**config.mk**
```make
export PLATFORM = sky130hd
export DESIGN_NAME = bfla_cfg
export DESIGN_NICKNAME = d
export VERILOG_FILES = /design/src/hw/rtl/bfla_pkg.sv /design/src/hw/rtl/bfla_cfg.sv
export SDC_FILE = /design/constraint.sdc
export NUM_CORES = 1
export LEC_CHECK = 0
export BUFFER_PORTS_ARGS = -buffer_cell sky130_fd_sc_hd__buf_2
export CAP_MARGIN = 10
export CORE_MARGIN = 1.5
export CORE_UTILIZATION = 25
export CTS_CLUSTER_SIZE = 8
export DETAILED_ROUTE_END_ITERATION = 6
export GPL_TIMING_DRIVEN = 0
export SYNTH_ARGS = -nofsm -noshare
export SYNTH_HDL_FRONTEND = slang
export SYNTH_SLANG_ARGS = --single-unit
```
**constraint.sdc**
```tcl
create_clock -name clk_i -period 1.6 [get_ports clk_i]
set_input_delay 0.24 -clock clk_i [delete_from_list [all_inputs] [get_ports clk_i]]
set_output_delay 0.24 -clock clk_i [all_outputs]
set_load 0.005 [all_outputs]
```
**src/hw/rtl/bfla_pkg.sv**
```systemverilog
`timescale 1ns / 1ps

package bfla_pkg;

  localparam int unsigned IdxW            = 10;
  localparam int unsigned NextW           = 11;
  localparam int unsigned MaxBlocksDflt   = 1024;
  localparam int unsigned LinkDepthCap    = 1024;
  localparam int unsigned ApbDataW        = 32;
  localparam int unsigned ApbAddrW        = 3;

  localparam logic [IdxW-1:0]  BlockCountRst = 10'd1023;
  localparam logic [NextW-1:0] NextUnusedRst = 11'd1;

  typedef enum logic {
    RegBlockCount = 1'b0
  } reg_idx_e;

  typedef enum logic {
    OpAlloc = 1'b0,
    OpFree  = 1'b1
  } op_e;

  typedef enum logic [1:0] {
    StatusOk      = 2'd0,
    StatusFull    = 2'd1,
    StatusInvalid = 2'd2
  } status_e;

  typedef struct packed {
    op_e             op;
    logic [IdxW-1:0] block_index;
  } req_t;

  typedef struct packed {
    logic [IdxW-1:0] granted_block;
    status_e         status;
  } rsp_t;

  typedef struct packed {
    logic            we;
    logic [IdxW-1:0] waddr;
    logic [IdxW-1:0] wdata;
    logic            re;
    logic [IdxW-1:0] raddr;
  } link_req_t;

endpackage

```
**src/hw/rtl/bfla_cfg.sv**
```systemverilog
`timescale 1ns / 1ps

module bfla_cfg (
  input  logic                               clk_i,
  input  logic                               rst_ni,
  input  logic                               psel,
  input  logic                               penable,
  input  logic                               pwrite,
  input  logic [bfla_pkg::ApbAddrW-1:0]      paddr,
  input  logic [bfla_pkg::ApbDataW-1:0]      pwdata,
  output logic [bfla_pkg::ApbDataW-1:0]      prdata,
  output logic                               pready,
  output logic [bfla_pkg::IdxW-1:0]          block_count_o
);

  logic [bfla_pkg::IdxW-1:0] block_count_q;
  logic                      sel_bc;

  assign sel_bc = (bfla_pkg::reg_idx_e'(paddr[2]) == bfla_pkg::RegBlockCount);

  always_ff @(posedge clk_i or negedge rst_ni) begin
    if (!rst_ni) begin
      block_count_q <= bfla_pkg::BlockCountRst;
    end else if (psel && penable && pwrite && sel_bc) begin
      block_count_q <= pwdata[bfla_pkg::IdxW-1:0];
    end
  end

  assign pready        = 1'b1;
  assign prdata        = sel_bc ? bfla_pkg::ApbDataW'(block_count_q) : '0;
  assign block_count_o = block_count_q;

endmodule

```
==> impl_metrics.py <==
metrics = {
    "worst_hold_path": {
        "hold_class": "in2async",
    },
    "setup_path": {
        "cp.arrival_ps": 1030,
        "rr_startpoint": "block_count_o[1]",
        "crit_required_ps": 1360,
        "crit_fanout": 3,
        "r2r_cells": 1,
        "end_kind": "output pin",
        "setup.worst_path.class": "reg2out",
        "worst-r2r-setup-slack_ps": 870,
        "r2r-end": "block_count_o[1]",
        "startpoint_type": "flop",
    },
    "clock_tree": {
        "cts_root_buffer": "clkbuf_4",
        "cts_tree": "yes",
        "clk_path_buf_depth": 2,
        "worstSkewPairLatency_ps": 250,
        "postCtsSetupRepairBufs": 0,
        "cts_sinks": 10,
        "cts_resized": 0,
        "path_clk_slew_ps": 60,
        "postCtsHoldBufs": 0,
        "numCtsBuffers": 3,
        "htreeDepth": 1,
    },
    "finish": {
        "area_delta_synth_final_pct": 45.23,
        "utilization": 0.3963,
        "antennaDiodeCount": 0,
        "final_common_cell": "buf_2",
        "drive_above_1_share": 0.7094,
        "nets": 159,
        "instances_no_fill": 147,
        "largest_register_ffs": 10,
        "layout_common_cells": "buf_2 (35), buf_4 (23), conb_1 (23)",
        "stdcell_area_sq_mm": 0.001008,
    },
    "drt": {
        "route.vias.total": 509,
        "final_antenna_net_count": 0,
        "wirelength_um": 1190,
        "viasPerCell": 3.463,
        "first_iter_violations": 1,
        "drc": 0,
        "routedWlPerCell_um": 8.095,
        "drt-pass1-iter-count": 2,
    },
    "placed_design": {
        "gp_congestion": 0.6258,
        "port-buffer-count": 35,
        "placed_cells": 144,
        "preCtsSetupSlack_ps": 403.1,
        "post-dp-hpwl_um": 963.9,
        "post_dp_cell_area_sq_um": 985.9,
    },
    "sta": {
        "fin_crit_ps": 1266,
        "skew_ps": 0,
        "drv_slew": 0,
        "finalSetupViolations": 0,
        "fin_hold_ws_ps": 63.46,
        "rsz0062_at_grt": "false",
        "setup_tns_ps": 0,
        "clock.fmax_ghz": 0.7896,
        "fin_ws_ps": 333.6,
        "finalHoldViolCount": 0,
        "fin_crit_sh": 0.7915,
    },
    "logic_synthesis": {
        "yosysWarnings": 0,
        "syn_avg_cell_area_sq_um": 11.97,
        "netlist_instances": 58,
        "yosys.area.top_type": "dfstp_2",
        "synth_top_area_share": 0.3784,
        "ys_seq_area_frac": 0.3784,
        "yosysUniqueCellTypes": 8,
        "synth.area.top_cells": "dfstp_2 (38%), buf_4 (25%), mux2_4 (22%), nor2b_1 (9.0%), nand4b_4 (3.4%)",
        "syn_area_sq_um": 694.4,
        "synth-seq-cells": 10,
    },
    "floorplanning": {
        "io_pins": 83,
        "fp.dieH_um": 55.71,
        "die_area_sq_mm": 0.003103,
        "start_util": 0.2729,
        "core_sq_mm": 0.002545,
        "row_count": 18,
        "die_x_um": 55.71,
    },
    "job": {
        "max_cap_violations": 0,
    },
    "run_status": {
        "status": "complete, no violations",
    },
    "grt": {
        "grt.total_usage": 0.07816,
        "grt-ovfl-total": 0,
        "grt_max_degree": 11,
        "grt_pass1_vias": 435,
        "antenna_found_initial": 0,
        "grt_pass1_wl_um": 1932,
    },
    "power": {
        "cellLeakagePower_nw": 0.6061,
        "vdd_drop_max_uv": 419.3,
        "power_density_mw_per_mm2": 842.6,
        "finalPower_uw": 849.7,
    },
}
[area by class of cell]
cell class | instances | area (sq um)
fillers | 262 | 1536
multi-input cells | 44 | 322.8
flip-flops and latches | 10 | 262.8
plain buffers | 25 | 187.7
repair buffers | 35 | 175.2
well taps | 30 | 37.54
clock buffers | 3 | 22.52
[logic make-up after synthesis]
group / after synthesis / share of synthesized area
buffers and inverters: 25 / 0.2703
AND/OR/NAND/NOR: 11 / 0.1243
multiplexers: 10 / 0.2162
flip-flops: 10 / 0.3784
other: 2 / 0.01081
[cell usage after synthesis]
master / instances
buf_4: 23
dfstp_2: 10
mux2_4: 10
nor2b_1: 10
conb_1: 2
buf_6: 1
clkbuf_1: 1
nand4b_4: 1
[power breakdown]
group	internal (mW)	switching, mW	leakage [nW]
clock	0.0862	0.0726	0.0138
combinational	0.203	0.0998	0.487
sequential	0.350	0.0378	0.105
total	0.640	0.210	0.606
[metal layers]
metal	wire length, um	global-route usage	vias up
met3	152	0.01395	0
met1	479	0.1030	213
met5	0	0	-
li1	-	-	254
met4	0	0.03136	0
met2	558	0.1259	42
[worst max-delay path by stage]
stage / end / start
6_report: prdata[3] / block_count_o[3]
5_1_grt: prdata[4] / block_count_o[4]
4_1_cts: prdata[8] / block_count_o[8]
3_5_place_dp: prdata[6] / paddr[2]
3_3_place_gp: prdata[1] / paddr[2]
2_1_floorplan: block_count_o[0] / paddr[2]
[critical path, stage by stage, from the launching register on]
cell and delay (ps):
dfstp_2 540, nor2b_1 120, buf_2 120
No activity file was read; power rests on OpenSTA's default activity.
