==> config.mk <==
export PLATFORM = sky130hd
export DESIGN_NAME = bfla_ctrl
export DESIGN_NICKNAME = d
export VERILOG_FILES = /design/src/hw/rtl/bfla_pkg.sv /design/src/hw/rtl/bfla_ctrl.sv
export SDC_FILE = /design/constraint.sdc
export NUM_CORES = 1
export LEC_CHECK = 0
export ABC_AREA = 1
export BUFFER_PORTS_ARGS = -buffer_cell sky130_fd_sc_hd__buf_4
export CAP_MARGIN = 20
export CORE_UTILIZATION = 55
export CTS_BUF_LIST = sky130_fd_sc_hd__clkbuf_16
export DETAILED_ROUTE_END_ITERATION = 8
export GPL_TIMING_DRIVEN = 1
export HOLD_SLACK_MARGIN = 0.03
export PLACE_DENSITY_LB_ADDON = 0.2
export SLEW_MARGIN = 20
export SYNTH_ARGS = -nofsm -noshare
export SYNTH_HDL_FRONTEND = slang
export SYNTH_SLANG_ARGS = --single-unit
==> constraint.sdc <==
create_clock -name clk_i -period 2.9 [get_ports clk_i]
set_input_delay 0.29 -clock clk_i [delete_from_list [all_inputs] [get_ports clk_i]]
set_output_delay 0.29 -clock clk_i [all_outputs]
set_load 0.01 [all_outputs]
==> src/hw/rtl/bfla_pkg.sv <==
`timescale 1ns / 1ps

package bfla_pkg;

  localparam int unsigned IdxW            = 10;
  localparam int unsigned NextW           = 11;
  localparam int unsigned MaxBlocksDflt   = 1024;
  localparam int unsigned LinkDepthCap    = 1024;
  localparam int unsigned ApbDataW        = 32;
  localparam int unsigned ApbAddrW        = 3;

  localparam logic [IdxW-1:0]  BlockCountRst = 10'd1023;
  localparam logic [NextW-1:0] NextUnusedRst = 11'd1;

  typedef enum logic {
    RegBlockCount = 1'b0
  } reg_idx_e;

  typedef enum logic {
    OpAlloc = 1'b0,
    OpFree  = 1'b1
  } op_e;

  typedef enum logic [1:0] {
    StatusOk      = 2'd0,
    StatusFull    = 2'd1,
    StatusInvalid = 2'd2
  } status_e;

  typedef struct packed {
    op_e             op;
    logic [IdxW-1:0] block_index;
  } req_t;

  typedef struct packed {
    logic [IdxW-1:0] granted_block;
    status_e         status;
  } rsp_t;

  typedef struct packed {
    logic            we;
    logic [IdxW-1:0] waddr;
    logic [IdxW-1:0] wdata;
    logic            re;
    logic [IdxW-1:0] raddr;
  } link_req_t;

endpackage

==> src/hw/rtl/bfla_ctrl.sv <==
`timescale 1ns / 1ps

module bfla_ctrl #(
  parameter int unsigned MAX_BLOCKS = bfla_pkg::MaxBlocksDflt
) (
  input  logic                      clk_i,
  input  logic                      rst_ni,
  input  logic                      in_valid_i,
  output logic                      in_ready_o,
  input  bfla_pkg::req_t            in_data_i,
  output logic                      out_valid_o,
  input  logic                      out_ready_i,
  output bfla_pkg::rsp_t            out_data_o,
  input  logic [bfla_pkg::IdxW-1:0] block_count_i,
  output bfla_pkg::link_req_t       link_req_o,
  input  logic [bfla_pkg::IdxW-1:0] link_rdata_i
);

  typedef enum logic {
    StIdle,
    StFinish
  } state_e;

  typedef enum logic [1:0] {
    KindList,
    KindBump,
    KindFree,
    KindNone
  } kind_e;

  state_e                     state_q;
  kind_e                      kind_q, kind_d;
  logic                       out_valid_q;
  bfla_pkg::rsp_t             out_data_q;
  bfla_pkg::rsp_t             res_q, res_d;
  logic [bfla_pkg::IdxW-1:0]  idx_q;
  logic [bfla_pkg::IdxW-1:0]  head_q;
  logic [bfla_pkg::IdxW-1:0]  tail_q;
  logic [bfla_pkg::NextW-1:0] next_q;

  logic accept, advance, list_hit, store_full, bad_free;

  assign accept  = (state_q == StIdle) && in_valid_i;
  assign advance = (state_q == StFinish) && (!out_valid_q || out_ready_i);

  assign list_hit   = (head_q != '0) && (32'(head_q) < 32'(MAX_BLOCKS));
  assign store_full = (next_q > {1'b0, block_count_i}) ||
                      (32'(next_q) >= 32'(MAX_BLOCKS));
  assign bad_free   = (in_data_i.block_index == '0) ||
                      ({1'b0, in_data_i.block_index} >= next_q) ||
                      (32'(in_data_i.block_index) >= 32'(MAX_BLOCKS));

  always_comb begin
    kind_d = KindNone;
    res_d  = '{granted_block: '0, status: bfla_pkg::StatusOk};
    if (in_data_i.op == bfla_pkg::OpAlloc) begin
      if (list_hit) begin
        kind_d              = KindList;
        res_d.granted_block = head_q;
      end else if (store_full) begin
        res_d.status = bfla_pkg::StatusFull;
      end else begin
        kind_d              = KindBump;
        res_d.granted_block = next_q[bfla_pkg::IdxW-1:0];
      end
    end else begin
      if (bad_free) begin
        res_d.status = bfla_pkg::StatusInvalid;
      end else begin
        kind_d              = KindFree;
        res_d.granted_block = in_data_i.block_index;
      end
    end
  end

  always_comb begin
    link_req_o       = '0;
    link_req_o.re    = accept && (kind_d == KindList);
    link_req_o.raddr = head_q;
    if (accept && (kind_d == KindFree)) begin
      link_req_o.we    = 1'b1;
      link_req_o.waddr = in_data_i.block_index;
      link_req_o.wdata = '0;
    end else if (advance && (kind_q == KindFree) && (head_q != '0)) begin
      link_req_o.we    = 1'b1;
      link_req_o.waddr = tail_q;
      link_req_o.wdata = idx_q;
    end
  end

  always_ff @(posedge clk_i or negedge rst_ni) begin
    if (!rst_ni) begin
      state_q     <= StIdle;
      kind_q      <= KindNone;
      res_q       <= '0;
      idx_q       <= '0;
      out_valid_q <= 1'b0;
      out_data_q  <= '0;
      head_q      <= '0;
      tail_q      <= '0;
      next_q      <= bfla_pkg::NextUnusedRst;
    end else begin
      if (out_ready_i && !advance) begin
        out_valid_q <= 1'b0;
      end
      case (state_q)
        StIdle: begin
          if (accept) begin
            kind_q  <= kind_d;
            res_q   <= res_d;
            idx_q   <= in_data_i.block_index;
            state_q <= StFinish;
          end
        end
        StFinish: begin
          if (advance) begin
            out_valid_q <= 1'b1;
            out_data_q  <= res_q;
            state_q     <= StIdle;
            case (kind_q)
              KindList: begin
                head_q <= link_rdata_i;
                if (link_rdata_i == '0) begin
                  tail_q <= '0;
                end
              end
              KindBump: begin
                next_q <= next_q + 1'b1;
              end
              KindFree: begin
                if (head_q == '0) begin
                  head_q <= idx_q;
                end
                tail_q <= idx_q;
              end
              default: begin
              end
            endcase
          end
        end
        default: begin
          state_q <= StIdle;
        end
      endcase
    end
  end

  assign in_ready_o  = (state_q == StIdle);
  assign out_valid_o = out_valid_q;
  assign out_data_o  = out_data_q;

endmodule

==> key figures <==
Run
  – Total of max-cap violations: 0

Drt
  – Length of the first detailed-routing pass in iterations: 6
  – Via density: around 5.5
  – Iteration-0 DRC count of the detailed router: approximately 430
  – Detailed-route DRC error count: 0
  – Number of vias in the routed layout: approximately 3900
  – Number of antenna-violating nets in the routed design: 0
  – DRT Wirelength: 11500 µm
  – Wire length per cell after detailed routing: around 16 µm

Logic synthesis
  – Cell with the most instances after synthesis: sky130_fd_sc_hd__nand2_1
  – Count of different cell masters after synthesis: 31
  – Top flip-flop cell by instance count after synthesis: sky130_fd_sc_hd__dfrtp_1
  – Yosys top cell area share: 0.421
  – Net count after synthesis: 579
  – Avg Cell Area, Syn: ~7.5 µm²
  – Cell count after synthesis: 523
  – Leading post-synthesis cells by instance count: 134 x sky130_fd_sc_hd__nand2_1, 85 x sky130_fd_sc_hd__inv_1, 66 x sky130_fd_sc_hd__dfrtp_1, 53 x sky130_fd_sc_hd__nor2_1, 39 x sky130_fd_sc_hd__nand3_1
  – Yosys synthesis warning count: 0
  – Number of enable-type register cells in the synthesized netlist: 0
  – Seq cells post-synth: 69
  – Proportion of synthesized flip-flops having asynchronous set or reset: 1.00
  – Sequential area share after synthesis: 0.441
  – Cell types occupying the most area after synthesis: sky130_fd_sc_hd__dfrtp_1 42%, sky130_fd_sc_hd__nand2_1 13%, sky130_fd_sc_hd__inv_1 8.1%, sky130_fd_sc_hd__ha_1 6.7%, sky130_fd_sc_hd__nor2_1 5.1%
  – Post-synthesis cell type with the largest combined area: sky130_fd_sc_hd__dfrtp_1
  – Post-synthesis cell area: 3930 µm²

Critical path
  – Worst endpoint data arrival time: about 2400 ps
  – Critical path data required time: around 2600 ps
  – Worst-path maximum fanout: 10
  – Crit. End Element: output pin
  – R2r worst-path depth: 8
  – Startpoint type of the worst setup path: register
  – Crit path kind: reg2out

Pwr
  – Leakage component of the power: 0.00269 µW
  – Power per cell area: 847 nW/µm²
  – Post-route total power: between 4000 and 5000 µW
  – Maximum VDD drop: 0.000444 V

Timing
  – RSZ-0062 raised after global routing: no
  – Slew Limit Fails: 0
  – Rel. slew slack: 0.412
  – Tcrit/Tclk final: 0.929
  – Maximum clock frequency: roughly 0.37 GHz
  – Final critical path time including I/O delays and setup: roughly 2700 ps
  – Total negative setup slack: 0 ps
  – Final count of negative-setup-slack endpoints: 0
  – Slew @ Worst Pin: ~880 ps
  – Setup skew after layout: approximately 7.6 ps
  – Hold Violations, Final: 0

Placement
  – Hpwl dp: 8300 µm
  – Global placement routability congestion: around 1
  – Port buffer count: 80

Worst hold path
  – Tightest Hold Check Type: in2async

Floorplanning
  – Chip height: just under 90 µm
  – Site row count: 30
  – Starting density of the core: 0.575
  – Number of placed I/O pins: 81
  – Die area: approximately 7500 µm²
  – Core Footprint: 6830 µm²
  – Die X-Extent: 86.5 µm

Global route
  – Number of global-route vias before repair: 3626
  – Number of antenna violations at the first check in global routing: 0
  – Met1 demand-to-capacity share in global routing: 0.423
  – Met2 track utilization from global routing: 0.538
  – Total gr overflow: 0
  – Total routing usage reported by global routing: 0.332
  – GRT busiest layer: met2
  – Largest net degree at the start of global routing: 70
  – First-pass GRT wire length: around 18000 µm
  – Met3 capacity usage during global routing: 0.0905

Clocking
  – Hold bufs inserted after CTS: 0
  – TritonCTS clock tree: yes
  – Clock insertion delay at the later pin of the skew report: between 300 and 400 ps
  – Maximum clock path buffer count: 2
  – Clock slew at reported path FFs: 60 ps
  – CTS buffer count: 9
  – H-tree lvl count: 3
  – Sinks on Clock Net: ~70
  – Library cell used as clock root buffer: sky130_fd_sc_hd__clkbuf_16

Final layout
  – Area growth, synth to finish: 25.8%
  – # nets final: 659
  – Layout cells sized above 1: 0.197
  – Layout fillers: 570
  – Antenna fix cells: 0

Status
  – Status: finished, final reports clean
repair_timing:
| item | 4_1_cts | 5_1_grt |
|---|---|---|
| setup endpoints to repair | 0 | 1 |
| buffers inserted | 0 | 0 |
| gates resized for setup | 0 | 1 |
through the flow:
step,cells,utilization,hold WS (ps),cell area [µm²],setup WS (ps)
after global placement,688,0.675,457,4610,655
after CTS,704,0.723,106,4940,145
final,704,0.723,53.3,4940,206
after global routing,704,0.723,140,4940,19.6
after detailed placement,688,0.675,459,4610,619
after floorplan,523,-,-5.59,3930,1000
path summary, 6_finish.rpt:
| path | endpoint | start | slack [ps] |
|---|---|---|---|
| min | next_q[6] | rst_ni | 50 |
| max in group asynchronous | next_q[5] | rst_ni | 2260 |
| min reg2reg | out_data_o[1] | res_q[1] | 470 |
| max | link_req_o[21] | next_q[6] | 210 |
| min in group clk_i | idx_q[3] | in_data_i[3] | 230 |
| max reg2reg | head_q[7] | kind_q[0] | 730 |
kinds of logic after synthesis:
| group | Yosys count | share of synthesized area |
|---|---|---|
| buf+inv | 105 | 0.104 |
| compound gates | 61 | 0.0819 |
| flops | 69 | 0.441 |
| fa+ha+maj | 21 | 0.0669 |
| xor+xnor | 9 | 0.0201 |
| simple gates | 258 | 0.286 |
routing by layer:
| metal | share of wire | wire [µm] |
|---|---|---|
| met1 | 0.40 | 4590 |
| met2 | 0.48 | 5510 |
| met3 | 0.091 | 1050 |
| met4 | 0.031 | 362 |
| met5 | 0 | 0 |
cell usage in the layout (no fill, tap or decap), drive strengths merged:
cell      netlist  layout
nor2           55      55
dfstp           3       3
bufinv          0       2
inv            89      93
o2111ai         1       1
nor3b           1       1
o21a            1       1
nand3b          1       1
nor3           12      12
clkbuf          7       9
dfrtp          66      66
o22ai           1       1
nand2         137     137
a21boi          1       1
buf             9      85
nand4          11      11
o21bai          1       1
ha             21      21
clkinvlp        0       1
o21ai          41      41
a21oi          15      15
xor2            9       9
nand3          41      41
final cells by class:
type | count | area, µm² | share of cell area
Multi-Input combinational cell | 349 | 1790 | 0.362
Sequential cell | 69 | 1730 | 0.350
Timing Repair Buffer | 85 | 638 | 0.129
Inverter | 89 | 334 | 0.0676
Clock buffer | 9 | 225 | 0.0456
Tap cell | 96 | 120 | 0.0243
Clock inverter | 7 | 105 | 0.0213
state kept, by name, summed over array words and instances (netlist names):
signal and cells:
head_q 10, idx_q 10, kind_q 2, next_q 11, out_data_o 12, out_valid_o 1, res_q 12, state_q 1
tail_q 10
power breakdown:
part	internal (µW)	total (µW)	switching, µW	leakage, µW
registers	1290	1520	228	0.000833
logic	567	1420	855	0.00169
clock network	768	1240	473	0.000159
worst max-delay path, cell delays in order (launching register included):
cell                      delay [ps]
sky130_fd_sc_hd__dfrtp_1         410
sky130_fd_sc_hd__inv_1           110
sky130_fd_sc_hd__ha_1            320
sky130_fd_sc_hd__nand2_1         100
sky130_fd_sc_hd__inv_1            50
sky130_fd_sc_hd__nand2_1          60
sky130_fd_sc_hd__nand2_1          50
sky130_fd_sc_hd__nand2_1          50
sky130_fd_sc_hd__nand2_1          70
sky130_fd_sc_hd__nor2_2          130
sky130_fd_sc_hd__nand3_2         100
sky130_fd_sc_hd__inv_2           140
sky130_fd_sc_hd__nand3_1         140
sky130_fd_sc_hd__o21ai_1         170
sky130_fd_sc_hd__buf_4           160
No activity file was read; power rests on OpenSTA's default activity.
